**src/hw/rtl/rgb_convolve_2d_clamped_assert.svh**
```systemverilog
// assertion macros for the rgb convolution block
// no dependencies; included by modules that carry assertions
`ifndef RGB_CONVOLVE_2D_CLAMPED_ASSERT_SVH
`define RGB_CONVOLVE_2D_CLAMPED_ASSERT_SVH

// property must hold at every clock edge outside reset
`define RCC_ASSERT(label, clk, rst_n, prop) \
  label: assert property (@(posedge clk) disable iff (!rst_n) prop) \
    else $error("rcc assertion failed");

// condition must never be true
`define RCC_NEVER(label, clk, rst_n, cond) \
  `RCC_ASSERT(label, clk, rst_n, !(cond))

`endif

```
**src/hw/rtl/rcc_pkg.sv**
```systemverilog
// shared types and constants of the rgb convolution block
// no dependencies
package rcc_pkg;

  localparam int unsigned MaxKernel = 7;
  localparam int unsigned MaxReach  = MaxKernel / 2;
  localparam int unsigned TableSize = MaxKernel * MaxKernel;
  localparam int unsigned MaxWidth  = 2048;
  localparam int unsigned MaxHeight = 2048;
  localparam int unsigned ColW      = 11;
  localparam int unsigned RowW      = 11;
  localparam int unsigned RowSlots  = 2 * MaxKernel;
  localparam int unsigned SlotW     = 4;
  localparam int unsigned AddrW     = SlotW + ColW;
  localparam int unsigned CoefBits  = 16;
  localparam int unsigned FracBits  = 12;
  localparam int unsigned AccW      = 30;
  localparam int unsigned QDepth    = 4;
  localparam int unsigned QPtrW     = 2;

  typedef enum logic [1:0] {
    KIND_COEF  = 2'd0,
    KIND_PIXEL = 2'd1,
    KIND_DRAIN = 2'd2,
    KIND_NONE  = 2'd3
  } kind_e;

  typedef enum logic [2:0] {
    REG_KERNEL_WIDTH  = 3'd0,
    REG_KERNEL_HEIGHT = 3'd1,
    REG_IMAGE_WIDTH   = 3'd2,
    REG_IMAGE_HEIGHT  = 3'd3
  } reg_e;

  typedef struct packed {
    logic [1:0]  kind;
    logic [5:0]  coef_index;
    logic signed [15:0] coef_value;
    logic [7:0]  red_in;
    logic [7:0]  green_in;
    logic [7:0]  blue_in;
  } in_item_t;

  typedef struct packed {
    logic [7:0]  red_out;
    logic [7:0]  green_out;
    logic [7:0]  blue_out;
    logic [10:0] out_column;
    logic [10:0] out_row;
    logic        frame_end;
  } out_item_t;

  // frame geometry, already clamped
  typedef struct packed {
    logic [ColW-1:0] w_m1;
    logic [RowW-1:0] h_m1;
    logic [1:0]      rx;
    logic [1:0]      ry;
  } geom_t;

  // work handed from front to back
  typedef struct packed {
    logic                is_coef;
    logic [5:0]          coef_index;
    logic [CoefBits-1:0] coef_value;
    logic [RowW-1:0]     row;
    logic [ColW-1:0]     col;
    logic [SlotW-1:0]    slot;
    logic                last;
  } job_t;

  // pixel write into the row store
  typedef struct packed {
    logic             en;
    logic [AddrW-1:0] addr;
    logic [23:0]      data;
  } pix_wr_t;

endpackage

```
**src/hw/rtl/rcc_front.sv**
```systemverilog
// front end: config registers, raster counters, pixel writes and job issue
// depends on rcc_pkg
module rcc_front import rcc_pkg::*; (
  input  logic     clk_i,
  input  logic     rst_ni,
  input  logic     in_valid_i,
  output logic     in_stall_o,
  input  in_item_t in_data_i,
  input  logic     cfg_valid_i,
  input  logic [2:0]  cfg_index_i,
  input  logic [11:0] cfg_data_i,
  input  logic     q_full_i,
  output logic     push_o,
  output job_t     job_o,
  output pix_wr_t  pix_wr_o,
  output geom_t    geom_o
);

  logic [2:0]  kw_q, kh_q;
  logic [11:0] iw_q, ih_q;
  logic [ColW-1:0]  in_col_q, in_col_d, out_col_q, out_col_d;
  logic [RowW-1:0]  in_row_q, in_row_d, out_row_q, out_row_d;
  logic [SlotW-1:0] in_slot_q, in_slot_d, out_slot_q, out_slot_d;
  logic done_q, done_d;
  logic acc, pix_wr, eval, emit, last, coef_ok, ready_out;
  logic [ColW-1:0] w_m1, need_c;
  logic [RowW-1:0] h_m1, need_r;
  logic [ColW:0] sum_c;
  logic [RowW:0] sum_r;

  always_comb begin
    if (iw_q == 12'd0) w_m1 = '0;
    else if (iw_q > 12'(MaxWidth)) w_m1 = ColW'(MaxWidth - 1);
    else w_m1 = ColW'(iw_q - 12'd1);
    if (ih_q == 12'd0) h_m1 = '0;
    else if (ih_q > 12'(MaxHeight)) h_m1 = RowW'(MaxHeight - 1);
    else h_m1 = RowW'(ih_q - 12'd1);
  end

  assign geom_o = '{w_m1: w_m1, h_m1: h_m1, rx: kw_q[2:1], ry: kh_q[2:1]};

  assign in_stall_o = q_full_i;
  assign acc = in_valid_i && !q_full_i;

  // row slots keep rolling across frames, so the tail rows of one frame
  // survive while the next frame starts filling the store
  always_comb begin
    pix_wr   = acc && (in_data_i.kind == KIND_PIXEL) && !done_q;
    in_col_d = in_col_q;
    in_row_d = in_row_q;
    in_slot_d = in_slot_q;
    done_d   = done_q;
    if (pix_wr) begin
      if (in_col_q == w_m1) begin
        in_col_d = '0;
        in_slot_d = (in_slot_q == SlotW'(RowSlots - 1)) ? '0 : in_slot_q + 1'b1;
        if (in_row_q == h_m1) begin
          in_row_d = '0;
          done_d = 1'b1;
        end else begin
          in_row_d = in_row_q + 1'b1;
        end
      end else begin
        in_col_d = in_col_q + 1'b1;
      end
    end
    sum_r  = {1'b0, out_row_q} + {{(RowW-1){1'b0}}, kh_q[2:1]};
    need_r = (sum_r > {1'b0, h_m1}) ? h_m1 : sum_r[RowW-1:0];
    sum_c  = {1'b0, out_col_q} + {{(ColW-1){1'b0}}, kw_q[2:1]};
    need_c = (sum_c > {1'b0, w_m1}) ? w_m1 : sum_c[ColW-1:0];
    ready_out = done_d || (in_row_d > need_r) || (in_row_d == need_r && in_col_d > need_c);
    eval = acc && (in_data_i.kind == KIND_PIXEL || in_data_i.kind == KIND_DRAIN);
    emit = eval && ready_out;
    last = (out_row_q == h_m1) && (out_col_q == w_m1);
    out_col_d = out_col_q;
    out_row_d = out_row_q;
    out_slot_d = out_slot_q;
    if (emit) begin
      if (last) begin
        out_col_d = '0;
        out_row_d = '0;
        out_slot_d = (out_slot_q == SlotW'(RowSlots - 1)) ? '0 : out_slot_q + 1'b1;
        done_d = 1'b0;
      end else if (out_col_q == w_m1) begin
        out_col_d = '0;
        out_row_d = out_row_q + 1'b1;
        out_slot_d = (out_slot_q == SlotW'(RowSlots - 1)) ? '0 : out_slot_q + 1'b1;
      end else begin
        out_col_d = out_col_q + 1'b1;
      end
    end
    coef_ok = acc && (in_data_i.kind == KIND_COEF) && (in_data_i.coef_index < 6'(TableSize));
  end

  assign push_o = coef_ok || emit;
  assign job_o = '{is_coef: coef_ok, coef_index: in_data_i.coef_index,
                   coef_value: in_data_i.coef_value, row: out_row_q, col: out_col_q,
                   slot: out_slot_q, last: last};
  assign pix_wr_o = '{en: pix_wr, addr: {in_slot_q, in_col_q},
                      data: {in_data_i.blue_in, in_data_i.green_in, in_data_i.red_in}};

  always_ff @(posedge clk_i or negedge rst_ni) begin
    if (!rst_ni) begin
      kw_q <= 3'd3;
      kh_q <= 3'd3;
      iw_q <= 12'd640;
      ih_q <= 12'd480;
      in_col_q <= '0; in_row_q <= '0; in_slot_q <= '0;
      out_col_q <= '0; out_row_q <= '0; out_slot_q <= '0;
      done_q <= 1'b0;
    end else if (cfg_valid_i && cfg_index_i <= REG_IMAGE_HEIGHT) begin
      case (cfg_index_i)
        REG_KERNEL_WIDTH:  kw_q <= cfg_data_i[2:0];
        REG_KERNEL_HEIGHT: kh_q <= cfg_data_i[2:0];
        REG_IMAGE_WIDTH:   iw_q <= cfg_data_i;
        REG_IMAGE_HEIGHT:  ih_q <= cfg_data_i;
        default: ;
      endcase
      in_col_q <= '0; in_row_q <= '0; in_slot_q <= '0;
      out_col_q <= '0; out_row_q <= '0; out_slot_q <= '0;
      done_q <= 1'b0;
    end else begin
      in_col_q <= in_col_d; in_row_q <= in_row_d; in_slot_q <= in_slot_d;
      out_col_q <= out_col_d; out_row_q <= out_row_d; out_slot_q <= out_slot_d;
      done_q <= done_d;
    end
  end

endmodule

```
**config.mk**
```make
export PLATFORM = sky130hd
export DESIGN_NAME = rcc_front
export DESIGN_NICKNAME = d
export VERILOG_FILES = /design/src/hw/rtl/rgb_convolve_2d_clamped_assert.svh /design/src/hw/rtl/rcc_pkg.sv /design/src/hw/rtl/rcc_front.sv
export SDC_FILE = /design/constraint.sdc
export NUM_CORES = 1
export LEC_CHECK = 0
export ABC_AREA = 1
export BUFFER_PORTS_ARGS = -buffer_cell sky130_fd_sc_hd__buf_4
export CORE_MARGIN = 2
export CORE_UTILIZATION = 45
export DETAILED_ROUTE_END_ITERATION = 6
export PLACE_DENSITY = 0.68
export SYNTH_ARGS = -nofsm -noshare
export SYNTH_HDL_FRONTEND = slang
export SYNTH_SLANG_ARGS = --single-unit
```
**constraint.sdc**
```tcl
create_clock -name clk_i -period 4.61 [get_ports clk_i]
set_clock_uncertainty 0.1 [all_clocks]
set_input_delay 0.461 -clock clk_i [delete_from_list [all_inputs] [get_ports clk_i]]
set_output_delay 0.461 -clock clk_i [all_outputs]
set_load 0.05 [all_outputs]
```
==> impl_summary.log <==
INFO  metric grt_max_degree = just over 80
INFO  metric synth-edff-count = 0
INFO  metric grt_pass1_vias = roughly 8400
INFO  metric drt_wl_total = approximately 28000 µm
INFO  metric timing.critical_path.to_type = output port
INFO  metric grt_first_pass_wirelength = around 44000 µm
INFO  metric synth_area = ~8000 µm²
INFO  metric finalMaxSlewViolations = 0
INFO  metric cap_viol_max_count = 0
INFO  metric yosysSeqAreaShare = between 20% and 30%
INFO  metric detail-route-antenna-nets = 0
INFO  metric p_total = ~0.0047 W
INFO  metric xor_xnor_share_of_the_synthesized_area = slightly above 7%
INFO  metric final.min_clock_period = between 5000 and 6000 ps
INFO  metric total_global_routing_overflow = 0
INFO  metric synth_flop_cell = dfrtp_1
INFO  metric cts_buffers = 9
INFO  metric num_antenna_cells = 0
INFO  metric violations_in_the_final_reports = DRC, setup timing
INFO  metric final_setup_vio_count = 28
INFO  metric cp_slowest_stage_delay = between 500 and 600 ps
INFO  metric critical-path-top-delay-family = simple AND/OR/NAND/NOR gates
INFO  metric numPortBuffers = around 110
INFO  metric achievable-frequency = between 0.15 and 0.2 GHz
INFO  metric final_core_utilization = a little over three fifths
INFO  metric fp.coreArea = roughly 18000 µm²
INFO  metric grtUsageTotal = 28.42%
INFO  metric yosys_register_bits = between 80 and 90
INFO  metric run_status = finished with violations
INFO  metric via_count_of_the_routed_design = 8995
INFO  metric placedCellCount = 1661
INFO  metric cp.buffers_inverters = 5
INFO  metric num_io_pins = approximately 190
INFO  metric detailed_place_hpwl = 20780 µm
INFO  metric worst_slack = -612.3 ps
INFO  metric fp-row-count = 49
INFO  metric relSlewSlack = a little under a quarter
INFO  metric max-vdd-ir-drop = between 200 and 300 µV
INFO  metric worst-endpoint-arrival = 4660 ps
INFO  metric place_ws = -272.9 ps
INFO  metric die-width = 138.9 µm
INFO  metric numClockSinks = 81
INFO  metric required_arrival_time_at_the_worst_endpoint = just over 4000 ps
INFO  metric synth.area.mux_share = 0%
INFO  metric tritoncts = built
INFO  metric synth_area_per_cell = 6.569 µm²
INFO  metric synth_async_sr_flop_share = 100.0%
INFO  metric antenna_found_initial = 0
INFO  metric worstPathMaxFanout = 6
INFO  metric ctsRootBufferMaster = clkbuf_16
INFO  metric post_drt_via_cell_ratio = around 5.3
INFO  metric first_iter_violations = just under 900
INFO  metric timing_worst_slew_pin_value = 1148 ps
INFO  metric initial_utilization = 45.72%
INFO  metric drive_above_1_share = 32.72%
INFO  metric synth-compound-area-share = a little under a tenth
INFO  metric p_r_area_growth_vs_syn = 37.62%
INFO  metric synth_top_family_by_area = simple AND/OR/NAND/NOR gates
INFO  metric place.gp.congestion = about 1
INFO  metric setup.worst_path.class = register to output port
INFO  metric die-area = 19280 µm²
INFO  metric clock_path_buffers = 2
INFO  metric clock_latency = ~360 ps
INFO  metric critPathLaunchType = register
INFO  metric synthesis.nets = 1372
INFO  metric final_nets = between 1500 and 2000
INFO  metric fin_cells = roughly 1700
INFO  metric drcViolationCount = 1
INFO  metric post_synth_fa_ha_maj_area_fraction = under 10%
INFO  metric clock_edge_transition_at_the_registers_on_the_reported_setup_and_hold_paths = about 70 ps
INFO  metric synth-warning-count = 0
INFO  metric rsz0062_at_grt = true
INFO  metric power_density = about 420 nW/µm²
INFO  metric htree_levels = 3
INFO  metric setup_tns_final = -12640 ps
INFO  metric die_y_extent = 138.9 µm
INFO  metric hold_path_class = input port to asynchronous set/reset pin
INFO  metric power_leakage = 6.016 nW
INFO  metric syn_inst = 1246
INFO  metric timing_hold_violations_final = 0
INFO  metric crit_share_post_route = 113.3%
INFO  metric post_synth_num_cell_types = 49
INFO  metric critical-path-slowest-cell = dfstp_2
INFO  metric route.detailed.wl_per_inst = 16.39 µm
INFO  metric drt_pass1_iterations = 7
INFO  metric synth_simple_gate_area_share = about a third
[kinds of logic (layout without fill, tap and decap cells)]
group | after synthesis | count (layout)
AOI/OAI and AO/OA | 141 | 141
xor gates and xnor gates | 66 | 66
adders and majority gates | 58 | 58
buffers and inverters | 253 | 483
DFF | 81 | 81
and+or+nand+nor | 647 | 650
[layout make-up]
| cell class | instances | area (µm²) |
|---|---|---|
| Multi-Input combinational cell | 915 | 5623 |
| Sequential cell | 81 | 2051 |
| Clock buffer | 9 | 225.2 |
| Inverter | 174 | 661.9 |
| Tap cell | 229 | 286.5 |
| Timing Repair Buffer | 292 | 2333 |
| Clock inverter | 7 | 77.57 |
| Timing Repair inverter | 1 | 6.256 |
| Fill cell | 1635 | 6638 |
[power breakdown]
part | internal (W) | total, W | switching (W)
sequential | 0.000818 | 0.000930 | 0.000112
clock | 0.000426 | 0.000765 | 0.000339
combinational | 0.00117 | 0.00300 | 0.00183
[path summary, 6_finish.rpt]
check	from	to	slack [ps]	cells past startpoint
min in group clk_i	cfg_data_i[6]	ih_q[6]	270	3
worst max-delay path	kw_q[1]	push_o	-610	31
worst min-delay path	rst_ni	out_col_q[1]	200	1
worst min register to register	ih_q[0]	ih_q[0]	390	2
max in group asynchronous	rst_ni	out_row_q[2]	3480	1
worst max register to register	kw_q[1]	out_row_q[1]	-500	37
[synth_stat cells, drive strengths merged, types with 8 or more instances]
| cell type | instances | area share, % |
|---|---|---|
| nor4 | 8 | 0.61 |
| clkbuf | 19 | 0.87 |
| nor3 | 21 | 1.3 |
| inv | 174 | 8.0 |
| nor2 | 126 | 6.3 |
| o21ai | 82 | 5.2 |
| nand3 | 96 | 6.4 |
| dfrtp | 73 | 22 |
| xor2 | 58 | 6.2 |
| ha | 56 | 8.6 |
| buf | 60 | 5.6 |
| a21oi | 43 | 2.6 |
| xnor2 | 8 | 0.86 |
| nand2 | 365 | 18 |
| dfstp | 8 | 2.6 |
| nand4 | 15 | 1.3 |
[state kept, by name, summed over array words and instances, names as in the netlist]
signal      count
kh_q            2
iw_q           12
out_col_q      11
kw_q            2
in_row_q       11
in_col_q       11
done_q          1
ih_q           12
out_slot_q      4
in_slot_q       4
out_row_q      11
[metal layers]
layer | global-route usage, % | up-vias | wire, µm
met2 | 43.17 | 401 | 12270
met1 | 41.12 | 4140 | 12560
met3 | 3.660 | 75 | 2131
met4 | 11.22 | 0 | 1036
met5 | 0 | - | 0
li1 | - | 4379 | -
[repair_timing]
item / CTS / global route
resized for setup: 61 / 84
setup endpoints to repair: 28 / 28
pin swaps: 16 / 43
hold buffers: 0 / 0
gates cloned: 7 / 1
buffers inserted: 13 / 15
[metrics by stage]
stage	area (µm²)	hold slack [ps]
final	11260	200.5
after detailed placement	10120	374.4
after global routing	11260	294.5
after global placement	10120	376.8
after CTS	10900	256.7
after floorplan	8356	65.41
[layout by cell type (no fill, tap or decap), types with 5 or more instances in the layout]
| cell type | instances |
|---|---|
| xor2_1 | 52 |
| nand3_2 | 20 |
| buf_6 | 11 |
| nand4_1 | 14 |
| nor2_4 | 10 |
| dfrtp_1 | 62 |
| nor2_1 | 106 |
| o21ai_1 | 15 |
| o21ai_0 | 56 |
| nand2_1 | 318 |
| clkbuf_16 | 9 |
| dfrtp_2 | 11 |
| dfstp_2 | 8 |
| nand3b_1 | 5 |
| nand2_8 | 5 |
| a21oi_1 | 29 |
| nand2_2 | 33 |
| o21ai_2 | 10 |
| ha_1 | 48 |
| inv_1 | 166 |
| nand2_4 | 11 |
| xnor2_1 | 7 |
| xor2_2 | 6 |
| inv_2 | 6 |
| nand3_1 | 75 |
| buf_4 | 273 |
| a21oi_2 | 12 |
| nor3_1 | 17 |
| nor2_2 | 11 |
| ha_4 | 8 |
Note: power is estimated with default switching activity, not from simulation.
