==> src/hw/rtl/rgb_convolve_2d_clamped_assert.svh <==
// assertion macros for the rgb convolution block
// no dependencies; included by modules that carry assertions
`ifndef RGB_CONVOLVE_2D_CLAMPED_ASSERT_SVH
`define RGB_CONVOLVE_2D_CLAMPED_ASSERT_SVH

// property must hold at every clock edge outside reset
`define RCC_ASSERT(label, clk, rst_n, prop) \
  label: assert property (@(posedge clk) disable iff (!rst_n) prop) \
    else $error("rcc assertion failed");

// condition must never be true
`define RCC_NEVER(label, clk, rst_n, cond) \
  `RCC_ASSERT(label, clk, rst_n, !(cond))

`endif

==> src/hw/rtl/rcc_pkg.sv <==
// shared types and constants of the rgb convolution block
// no dependencies
package rcc_pkg;

  localparam int unsigned MaxKernel = 7;
  localparam int unsigned MaxReach  = MaxKernel / 2;
  localparam int unsigned TableSize = MaxKernel * MaxKernel;
  localparam int unsigned MaxWidth  = 2048;
  localparam int unsigned MaxHeight = 2048;
  localparam int unsigned ColW      = 11;
  localparam int unsigned RowW      = 11;
  localparam int unsigned RowSlots  = 2 * MaxKernel;
  localparam int unsigned SlotW     = 4;
  localparam int unsigned AddrW     = SlotW + ColW;
  localparam int unsigned CoefBits  = 16;
  localparam int unsigned FracBits  = 12;
  localparam int unsigned AccW      = 30;
  localparam int unsigned QDepth    = 4;
  localparam int unsigned QPtrW     = 2;

  typedef enum logic [1:0] {
    KIND_COEF  = 2'd0,
    KIND_PIXEL = 2'd1,
    KIND_DRAIN = 2'd2,
    KIND_NONE  = 2'd3
  } kind_e;

  typedef enum logic [2:0] {
    REG_KERNEL_WIDTH  = 3'd0,
    REG_KERNEL_HEIGHT = 3'd1,
    REG_IMAGE_WIDTH   = 3'd2,
    REG_IMAGE_HEIGHT  = 3'd3
  } reg_e;

  typedef struct packed {
    logic [1:0]  kind;
    logic [5:0]  coef_index;
    logic signed [15:0] coef_value;
    logic [7:0]  red_in;
    logic [7:0]  green_in;
    logic [7:0]  blue_in;
  } in_item_t;

  typedef struct packed {
    logic [7:0]  red_out;
    logic [7:0]  green_out;
    logic [7:0]  blue_out;
    logic [10:0] out_column;
    logic [10:0] out_row;
    logic        frame_end;
  } out_item_t;

  // frame geometry, already clamped
  typedef struct packed {
    logic [ColW-1:0] w_m1;
    logic [RowW-1:0] h_m1;
    logic [1:0]      rx;
    logic [1:0]      ry;
  } geom_t;

  // work handed from front to back
  typedef struct packed {
    logic                is_coef;
    logic [5:0]          coef_index;
    logic [CoefBits-1:0] coef_value;
    logic [RowW-1:0]     row;
    logic [ColW-1:0]     col;
    logic [SlotW-1:0]    slot;
    logic                last;
  } job_t;

  // pixel write into the row store
  typedef struct packed {
    logic             en;
    logic [AddrW-1:0] addr;
    logic [23:0]      data;
  } pix_wr_t;

endpackage

==> src/hw/rtl/rcc_queue.sv <==
// short job queue between front and back end
// depends on rcc_pkg
module rcc_queue import rcc_pkg::*; (
  input  logic clk_i,
  input  logic rst_ni,
  input  logic push_i,
  input  job_t job_i,
  output logic full_o,
  output logic avail_o,
  input  logic pop_i,
  output job_t job_o
);

  job_t ent_q [QDepth];
  logic [QPtrW-1:0] wr_q, rd_q;
  logic [QPtrW:0]   cnt_q;

  assign full_o  = (cnt_q == (QPtrW+1)'(QDepth));
  assign avail_o = (cnt_q != '0);
  assign job_o   = ent_q[rd_q];

  always_ff @(posedge clk_i or negedge rst_ni) begin
    if (!rst_ni) begin
      wr_q <= '0;
      rd_q <= '0;
      cnt_q <= '0;
    end else begin
      if (push_i) wr_q <= wr_q + 1'b1;
      if (pop_i) rd_q <= rd_q + 1'b1;
      case ({push_i, pop_i})
        2'b10: cnt_q <= cnt_q + 1'b1;
        2'b01: cnt_q <= cnt_q - 1'b1;
        default: ;
      endcase
    end
  end

  always_ff @(posedge clk_i) begin
    if (push_i) ent_q[wr_q] <= job_i;
  end

endmodule

==> config.mk <==
export PLATFORM = sky130hd
export DESIGN_NAME = rcc_queue
export DESIGN_NICKNAME = d
export VERILOG_FILES = /design/src/hw/rtl/rgb_convolve_2d_clamped_assert.svh /design/src/hw/rtl/rcc_pkg.sv /design/src/hw/rtl/rcc_queue.sv
export SDC_FILE = /design/constraint.sdc
export NUM_CORES = 1
export LEC_CHECK = 0
export BUFFER_PORTS_ARGS = -buffer_cell sky130_fd_sc_hd__buf_2
export CORE_UTILIZATION = 45
export DETAILED_ROUTE_END_ITERATION = 8
export HOLD_SLACK_MARGIN = 0.05
export PLACE_DENSITY = 0.68
export SYNTH_ARGS = -nofsm -noshare
export SYNTH_HDL_FRONTEND = slang
export SYNTH_SLANG_ARGS = --single-unit
==> constraint.sdc <==
create_clock -name clk_i -period 2.4 [get_ports clk_i]
set_clock_uncertainty 0.15 [all_clocks]
set_input_delay 0.24 -clock clk_i [delete_from_list [all_inputs] [get_ports clk_i]]
set_output_delay 0.24 -clock clk_i [all_outputs]
set_load 0.05 [all_outputs]
==> flow_summary_export.csv, run 1 <==
group,metric,value,unit
placed_design,placed_cells,619,
timing,finalSetupViolCount,0,
placed_design,io_buffer_count,105,
synthesis,netlist_area,7670,um2
power,power.density,1350,nW/um2
global_routing,gr-total-overflow,0,
layout,multi_input_area,1340,um2
synthesis,seq_area_frac_synth,80.6,%
power,power_leakage,3.42,nW
critical_path,worstSetupEndpointType,"output pin",
synthesis,synth-simple-area-share,0.653,%
outcome,status,"completed",
clock_tree,htreeDepth,1,
floorplanning,start_util,46.2,%
clock_tree,cts_tree,"done",
timing,finalHoldViolations,0,
floorplanning,die_y,133,um
detailed_routing,wire_per_inst,18.8,um
floorplanning,core,16600,um2
flow_run,drv_cap,0,
placed_design,gp_congestion,0.677,
synthesis,synth_top_family_by_area,"multiplexers",
critical_path,crit_slowest_cell,"mux4_2",
clock_tree,ctsLongestPathBuffers,3,
synthesis,synthCells,295,
detailed_routing,vias,3632,
timing,worstMarginPinSlew,452,ps
floorplanning,ioPinCount,106,
synthesis,synthMuxAreaShare,14.9,%
layout,layout-drive-gt1-share,41.2,%
global_routing,grt_start_max_net_pins,51,
critical_path,cp_top_family,"multiplexers",
layout,regArea,6190,um2
synthesis,yosys_warnings,0,
synthesis,ys_ff_latch,207,
critical_path,critPathMaxFanout,20,
synthesis,synth_adder_area_share,1.08,%
clock_tree,clk_pin_slew,60,ps
layout,stdcell_count,714,
clock_tree,cts_root_buf,"clkbuf_16",
critical_path,cp_num_buf_inv,2,
synthesis,synth_cell_types,20,
hold_path,hp-class,"reg2reg",
clock_tree,clock_latency,490,ps
critical_path,worstSetupStartpointType,"register",
critical_path,cp_slowest_stage_delay,530,ps
floorplanning,die_x,133,um
layout,fill_cells,1231,
detailed_routing,drtAntennaViolNets,0,
global_routing,antenna_found_initial,1,
synthesis,syn_area_per_cell,26.0,um2
critical_path,crit_required,2010,ps
timing,relSlewSlack,69.8,%
synthesis,synthXorXnorAreaFrac,0.685,%
timing,fin_hold_ws,345,ps
timing,period_minus_slack,2340,ps
clock_tree,numCtsBuffers,21,
critical_path,worst-setup-path-type,"reg2out",
detailed_routing,viasPerCell,5.09,
layout,fin_nets,538,
global_routing,grt_pass1_vias,3979,
timing,slew_violations,0,
placed_design,post-dp-hpwl,8020,um
floorplanning,placementRows,47,
critical_path,path_cells,"buf_12 > mux4_2 > buf_2",
power,ir_drop,0.968,mV
synthesis,synth-compound-area-share,0.0653,%
detailed_routing,drc_errors,0,
detailed_routing,drt_wl_total,13400,um
detailed_routing,drt_iter0_markers,177,
detailed_routing,dr.pass1.iters,4,
floorplanning,die_area,17600,um2
critical_path,cp.arrival,1950,ps
global_routing,grtUsageTotal,16.0,%
layout,area_delta_synth_final,27.3,%
synthesis,mappedNetlistNets,355,
timing,max_freq,427,MHz
global_routing,grt_pass1_wl,21500,um
timing,fin_crit_sh,97.6,%
clock_tree,clkSinkCount,207,
timing,rsz0062_at_grt,"true",
==> cells by family after synthesis <==
logic type / count (synthesis)
simple gates: 9
buf+inv: 15
mux: 51
xor+xnor: 6
flops: 207
compound gates: 1
fa+ha+maj: 6
==> worst register-to-register path, delay by kind of cell, from the launching register on <==
kind	cells	cell delay, ps
fa+ha+maj	1	140
buf+inv	2	350
flops	1	400
simple gates	1	420
==> final timing paths <==
path                                           start                      to  slack (ps)  depth (start not counted)
worst max-delay path             rd_q[0]$_DFFE_PN0P_               job_o[33]          60                          3
worst min-delay path            cnt_q[2]$_DFFE_PN0P_    cnt_q[2]$_DFFE_PN0P_         340                          1
worst max register to register   wr_q[1]$_DFFE_PN0P_  ent_q[1][37]$_DFFE_PP_         610                          4
worst min register to register  cnt_q[2]$_DFFE_PN0P_    cnt_q[2]$_DFFE_PN0P_         340                          1
max in group asynchronous                     rst_ni     rd_q[0]$_DFFE_PN0P_        1260                          3
min in group asynchronous                     rst_ni    cnt_q[2]$_DFFE_PN0P_         570                          3
==> placed cells by master, fill, tap and decap left out, types with 2 or more instances in the layout <==
cell / instances
edfxtp_1: 200
buf_2: 104
dlygate4sd3_1: 54
mux4_2: 49
clkbuf_16: 21
buf_12: 8
ha_1: 5
clkbuf_1: 5
dfrtp_1: 5
buf_4: 5
and2_2: 4
clkinv_1: 4
clkinv_2: 4
inv_1: 3
xnor2_1: 3
xor2_1: 3
bufinv_16: 3
nand2_1: 2
==> cell usage after synthesis <==
cell type / count / area [um2]
edfxtp_1: 200 / 6010
mux4_2: 48 / 1080
dfrtp_1: 7 / 175
buf_12: 5 / 100
buf_2: 5 / 25.0
ha_1: 5 / 62.6
and2_1: 4 / 25.0
inv_1: 3 / 11.3
xnor2_1: 3 / 26.3
xor2_1: 3 / 26.3
mux4_1: 2 / 52.6
nand2_1: 2 / 7.51
buf_6: 1 / 11.3
clkbuf_1: 1 / 3.75
fa_1: 1 / 20.0
mux2_2: 1 / 11.3
nor2_1: 1 / 3.75
nor3b_1: 1 / 7.51
o21ai_0: 1 / 5.00
or3_1: 1 / 6.26
==> sequential cells by signal (all words and copies together) (netlist names) <==
register,count
cnt_q,3
ent_q,200
rd_q,2
wr_q,2
==> layer usage <==
layer  track usage [%]  vias to the layer above  part of all wire (%)
li1                  -                     1618                     -
met1              21.0                     1887                    42
met2              26.9                      106                    50
met3              4.02                       21                   6.3
met4              4.21                        0                   1.4
met5                 0                        -                     0
==> stage by stage <==
step                      setup WS, ps  utilization, %  total power [W]  setup TNS (ps)  area [um2]
after floorplan                   30.2               -          0.00898               0        7670
after global placement             390            51.4          0.00999               0        8520
after detailed placement           386            51.4           0.0101               0        8520
after CTS                         19.1            58.8           0.0134               0        9750
after global routing             -36.5            58.9           0.0138            -409        9760
final                             57.6            58.9           0.0132               0        9760
==> where the power goes <==
| group | switching [W] | leakage (nW) | internal [W] |
|---|---|---|---|
| clock network | 0.00125 | 0.334 | 0.00193 |
| logic | 0.00342 | 1.17 | 0.00166 |
| registers | 0.000195 | 1.92 | 0.00474 |
| total | 0.00487 | 3.42 | 0.00833 |
==> layout make-up <==
class                           instances  area share, %
Sequential cell                       207           63.4
Tap cell                              220           2.82
Antenna cell                            1         0.0256
Clock buffer                           26           5.58
Inverter                                3          0.115
Multi-Input combinational cell         73           13.7
Timing Repair Buffer                  172           13.0
Clock inverter                         12           1.37
==> timing repair <==
| item | CTS | global route |
|---|---|---|
| endpoints found under the hold margin | 211 | 0 |
| endpoints found under the setup margin | 43 | 27 |
| buffers inserted | 2 | 0 |
| resized for setup | 0 | 4 |
| hold buffers | 54 | 0 |
(Power assumes the default switching activity.)
==> run 2: changes to the inputs <==
--- a/config.mk
+++ b/config.mk
@@ -10,4 +10,5 @@
 export DETAILED_ROUTE_END_ITERATION = 8
 export HOLD_SLACK_MARGIN = 0.05
+export MAX_ROUTING_LAYER = met4
 export PLACE_DENSITY = 0.68
 export SYNTH_ARGS = -nofsm -noshare
--- a/constraint.sdc
+++ b/constraint.sdc
@@ -3,3 +3,3 @@
 set_input_delay 0.24 -clock clk_i [delete_from_list [all_inputs] [get_ports clk_i]]
 set_output_delay 0.24 -clock clk_i [all_outputs]
-set_load 0.05 [all_outputs]
+set_load 0.01 [all_outputs]
==> flow_summary_export.csv, run 2 (same netlist as run 1, synthesis figures left out) <==
group,metric,value,unit
detailed_routing,vias,3621,
layout,regMostFlops,"ent_q",
detailed_routing,drt_iter0_markers,216,
timing,tns,0,ps
global_routing,antenna_found_initial,0,
critical_path,r2r_cells,4,
power,power.density,1170,nW/um2
floorplanning,core,16600,um2
critical_path,cp.arrival,1910,ps
power,finalPower,0.0114,W
timing,finalSetupViolCount,0,
hold_path,worstHoldPathCells,2,
floorplanning,ioPinCount,106,
layout,antennaDiodeCount,0,
hold_path,hp-class,"in2reg",
flow_run,drv_cap,0,
global_routing,grt_pass1_wl,21400,um
clock_tree,ctsLongestPathBuffers,3,
floorplanning,die_y,133,um
detailed_routing,viasPerCell,5.09,
clock_tree,cts_tree,"done",
layout,final_cell_mix,"edfxtp_1 (200), buf_2 (105), dlygate4sd3_1 (54)",
placed_design,post-dp-hpwl,7600,um
critical_path,worst-setup-path-type,"reg2out",
layout,area_delta_synth_final,27.2,%
floorplanning,die_x,133,um
global_routing,grt_start_max_net_pins,51,
detailed_routing,drc_errors,0,
clock_tree,clkSinkCount,207,
timing,finalHoldViolations,0,
timing,fin_hold_ws,365,ps
global_routing,grt_pass1_vias,3972,
timing,period_minus_slack,2300,ps
floorplanning,start_util,46.2,%
timing,relSlewSlack,76.7,%
clock_tree,clk_pin_slew,60,ps
critical_path,crit_required,2010,ps
layout,fill_cells,1217,
global_routing,gr-total-overflow,0,
power,ir_drop,0.564,mV
floorplanning,placementRows,47,
layout,largest_reg_flops,200,
layout,final_common_cell,"edfxtp_1",
layout,layout-drive-gt1-share,41.5,%
placed_design,io_buffer_count,105,
floorplanning,die_area,17600,um2
clock_tree,clock_latency,480,ps
power,power_leakage,3.42,nW
layout,fin_nets,538,
critical_path,worstSetupEndpointType,"output pin",
critical_path,critPathMaxFanout,12,
clock_tree,cts_root_buf,"clkbuf_16",
global_routing,grtUsageTotal,16.5,%
timing,fin_crit_sh,95.7,%
detailed_routing,drtAntennaViolNets,0,
placed_design,gp_congestion,0.649,
detailed_routing,dr.pass1.iters,4,
critical_path,reg2reg_slack,770,ps
layout,top_regs,"ent_q: 200 flops, cnt_q: 3 flops",
timing,rsz0062_at_grt,"false",
detailed_routing,drt_wl_total,13400,um
critical_path,worstSetupStartpointType,"register",
outcome,status,"completed",
timing,max_freq,435,MHz
detailed_routing,wire_per_inst,18.8,um
timing,slew_violations,0,
timing,worstMarginPinSlew,348,ps
clock_tree,numCtsBuffers,21,
clock_tree,htreeDepth,1,
[run 2: final timing paths]
| kind | startpoint | endpoint |
|---|---|---|
| max reg2reg | wr_q[1]$_DFFE_PN0P_ | ent_q[1][25]$_DFFE_PP_ |
| max in group asynchronous | rst_ni | rd_q[1]$_DFFE_PN0P_ |
| min | job_i[47] | ent_q[3][47]$_DFFE_PP_ |
| min in group asynchronous | rst_ni | rd_q[0]$_DFFE_PN0P_ |
| max | rd_q[0]$_DFFE_PN0P_ | job_o[16] |
| min reg2reg | cnt_q[2]$_DFFE_PN0P_ | cnt_q[2]$_DFFE_PN0P_ |
[run 2: where the power goes]
group	switching [W]	total (W)	leakage (nW)	internal, W
clock network	0.00125	0.00313	0.330	0.00188
registers	0.000257	0.00500	1.92	0.00474
logic	0.00163	0.00332	1.17	0.00168
[run 2: area by class of cell]
class / instances / area [um2] / share of cell area (%)
multi-input cells: 73 / 1340 / 13.7
repair buffers: 172 / 1280 / 13.1
clock inverters: 10 / 96.3 / 0.988
well taps: 220 / 275 / 2.82
flip-flops and latches: 207 / 6190 / 63.5
inverters: 3 / 11.3 / 0.115
clock buffers: 27 / 568 / 5.82
[run 2: worst max-delay path: stages, from the launching register on]
cell and delay [ps]:
dfrtp_4 510, buf_12 190, mux4_2 550, buf_2 160
[run 2: stage by stage]
| stage | util [%] | std cells | area [um2] | setup WS, ps |
|---|---|---|---|---|
| 6_report | 58.8 | 712 | 9750 | 103 |
| 2_1_floorplan | - | 295 | 7670 | 30.2 |
| 3_3_place_gp | 51.4 | 618 | 8530 | 478 |
| 5_1_grt | 58.8 | 712 | 9750 | 26.6 |
| 4_1_cts | 58.8 | 711 | 9750 | 10.9 |
| 3_5_place_dp | 51.4 | 618 | 8530 | 458 |
[run 2: what timing repair did]
action,in CTS,in global routing
setup buffers,2,1
resized for setup,0,2
endpoints found under the hold margin,212,0
endpoints found under the setup margin,24,4
hold buffers,54,0
[run 2: routing by layer]
metal / part of all wire, % / track usage, % / wire, um / up-vias
met5: 0 / - / 0 / -
met4: 2.0 / 4.79 / 271 / 0
met3: 5.2 / 3.60 / 700 / 26
met2: 50 / 27.2 / 6660 / 98
met1: 43 / 20.7 / 5740 / 1877
li1: - / - / - / 1620
==> run 3: changes to the inputs <==
- ABC_AREA: not set -> 1
==> flow_summary_export.csv, run 3 <==
group,metric,value,unit
layout,fin_nets,955,
layout,area_delta_synth_final,24.3,%
floorplanning,ioPinCount,106,
global_routing,gr-total-overflow,0,
layout,largest_reg_flops,200,
layout,antennaDiodeCount,0,
timing,finalHoldViolations,0,
synthesis,synth_edf_count,200,
critical_path,critPathMaxFanout,65,
synthesis,syn_area_per_cell,11.6,um2
synthesis,yosys_warnings,0,
power,ir_drop,0.702,mV
power,power_leakage,4.46,nW
clock_tree,clkSinkCount,207,
layout,layout-drive-gt1-share,16.9,%
floorplanning,die_x,139,um
placed_design,post-dp-hpwl,8830,um
floorplanning,placementRows,49,
detailed_routing,wire_per_inst,13.3,um
synthesis,ys_ff_latch,207,
floorplanning,die_y,139,um
clock_tree,clock_latency,490,ps
timing,finalSetupViolCount,0,
timing,worstMarginPinSlew,462,ps
critical_path,cp.arrival,1870,ps
synthesis,synthXorXnorAreaFrac,0.414,%
floorplanning,die_area,19300,um2
detailed_routing,drt_wl_total,15200,um
critical_path,worstSetupStartpointType,"register",
synthesis,synth-main-ff-cell,"edfxtp_1",
layout,final_cell_mix,"nand2_1 (214), edfxtp_1 (200), inv_1 (107)",
global_routing,grt_start_max_net_pins,73,
hold_path,worstHoldPathCells,2,
placed_design,placed_cells,1045,
layout,top_regs,"ent_q: 200 flops, cnt_q: 3 flops",
timing,slew_violations,0,
synthesis,yosys-top-cells-count,"nand2_1 (214), edfxtp_1 (200), inv_1 (111)",
layout,final_common_cell,"nand2_1",
placed_design,gp_congestion,0.741,
critical_path,worstSetupEndpointType,"output pin",
global_routing,grt_pass1_vias,5177,
synthesis,synth_cell_types,18,
critical_path,worst-setup-path-type,"reg2out",
clock_tree,cts_tree,"done",
critical_path,critPathLaunch,"rd_q[0]$_DFFE_PN0P_",
clock_tree,ctsLongestPathBuffers,3,
timing,rsz0062_at_grt,"false",
critical_path,r2r_start,"wr_q[0]$_DFFE_PN0P_",
global_routing,grtUsageTotal,16.6,%
flow_run,drv_cap,0,
detailed_routing,drt_iter0_markers,244,
detailed_routing,viasPerCell,4.62,
power,power.density,1170,nW/um2
layout,regMostFlops,"ent_q",
synthesis,netlist.area_leader.share,71.0,%
synthesis,synthCells,730,
detailed_routing,dr.pass1.iters,8,
critical_path,r2r_cells,5,
detailed_routing,drc_errors,5,
outcome,violations,"DRC",
detailed_routing,vias,5249,
outcome,status,"finished, violations left",
global_routing,grt_pass1_wl,24500,um
synthesis,synth-compound-area-share,4.56,%
placed_design,io_buffer_count,105,
synthesis,synth.most_common_cell,"nand2_1",
detailed_routing,drtAntennaViolNets,0,
clock_tree,htreeDepth,1,
synthesis,netlist_area,8450,um2
layout,stdcell_count,1137,
global_routing,antenna_found_initial,0,
hold_path,hp-class,"reg2reg",
timing,fin_crit_sh,94.0,%
clock_tree,clk_pin_slew,60,ps
timing,period_minus_slack,2260,ps
critical_path,crit_required,2010,ps
synthesis,yosys-top-cells-area,"edfxtp_1 (71%), nand2_1 (9.5%), inv_1 (4.9%)",
hold_path,hp-start,"cnt_q[2]$_DFFE_PN0P_",
timing,tns,0,ps
synthesis,seq_area_frac_synth,73.1,%
synthesis,synthArstFlopShare,3.38,%
synthesis,post-synth-top-area-cell,"edfxtp_1",
synthesis,synth-simple-area-share,14.1,%
clock_tree,numCtsBuffers,22,
synthesis,synth_top_family_by_area,"simple AND/OR/NAND/NOR gates",
timing,relSlewSlack,69.2,%
synthesis,synthMuxAreaShare,0,%
floorplanning,core,18200,um2
synthesis,synth_adder_area_share,0.977,%
clock_tree,cts_root_buf,"clkbuf_16",
floorplanning,start_util,46.4,%
synthesis,mappedNetlistNets,790,
timing,max_freq,443,MHz
[run 3: logic make-up after synthesis]
group,after synthesis
AO/OA/AOI/OAI,52
AND/OR/NAND/NOR,316
buffers and inverters,145
XOR/XNOR,4
adder cells (fa/ha/maj),6
flip-flops,207
[run 3: worst max-delay path, stage by stage, from the launching register on]
cell and delay [ps]:
dfrtp_4 570, buf_12 290, nor2_1 80, nor2_1 90, nand2_1 60, nand2_1 120
buf_2 150
[run 3: stage by stage]
stage | total power (W) | utilization (%) | hold slack [ps] | area [um2] | setup slack [ps]
2_1_floorplan | 0.00773 | - | -206 | 8450 | 200
4_1_cts | 0.0124 | 57.6 | 323 | 10500 | 23.6
6_report | 0.0123 | 57.7 | 323 | 10500 | 144
5_1_grt | 0.0131 | 57.7 | 349 | 10500 | 37.5
3_5_place_dp | 0.00921 | 51.0 | -57.3 | 9290 | 532
3_3_place_gp | 0.00914 | 51.0 | -56.8 | 9290 | 549
[run 3: final cells by class]
cell class                      count  area [um2]
Clock inverter                     12        75.1
Inverter                          112         422
Multi-Input combinational cell    378        1690
Fill cell                        1451        7700
Timing Repair Buffer              174        1260
Sequential cell                   207        6180
Tap cell                          229         287
Clock buffer                       25         583
[run 3: final timing paths]
kind | to | slack, ps
worst min register to register | cnt_q[2]$_DFFE_PN0P_ | 320
max in group asynchronous | rd_q[0]$_DFFE_PN0P_ | 1240
worst max register to register | ent_q[2][28]$_DFFE_PP_ | 650
worst max-delay path | job_o[47] | 140
min in group asynchronous | cnt_q[0]$_DFFE_PN0P_ | 560
worst min-delay path | cnt_q[2]$_DFFE_PN0P_ | 320
[run 3: per-layer routing]
metal,vias up,part of all wire [%],GRT usage (%)
met2,97,51,29.6
met1,2420,44,19.4
li1,2710,-,-
met3,22,4.2,2.69
met4,0,1.4,4.27
met5,-,0,-
[run 3: where the power goes]
group	internal, W	switching (W)	total, W
combinational	0.00155	0.00267	0.00421
clock	0.00183	0.00126	0.00309
sequential	0.00474	0.000224	0.00496
total	0.00811	0.00415	0.0123
[run 3: what timing repair did]
action / 4_1_cts / 5_1_grt
setup buffers: 0 / 1
endpoints found under the hold margin: 213 / 0
setup endpoints to repair: 2 / 30
hold buffers: 54 / 0
cloned: 0 / 0
resized for setup: 1 / 0
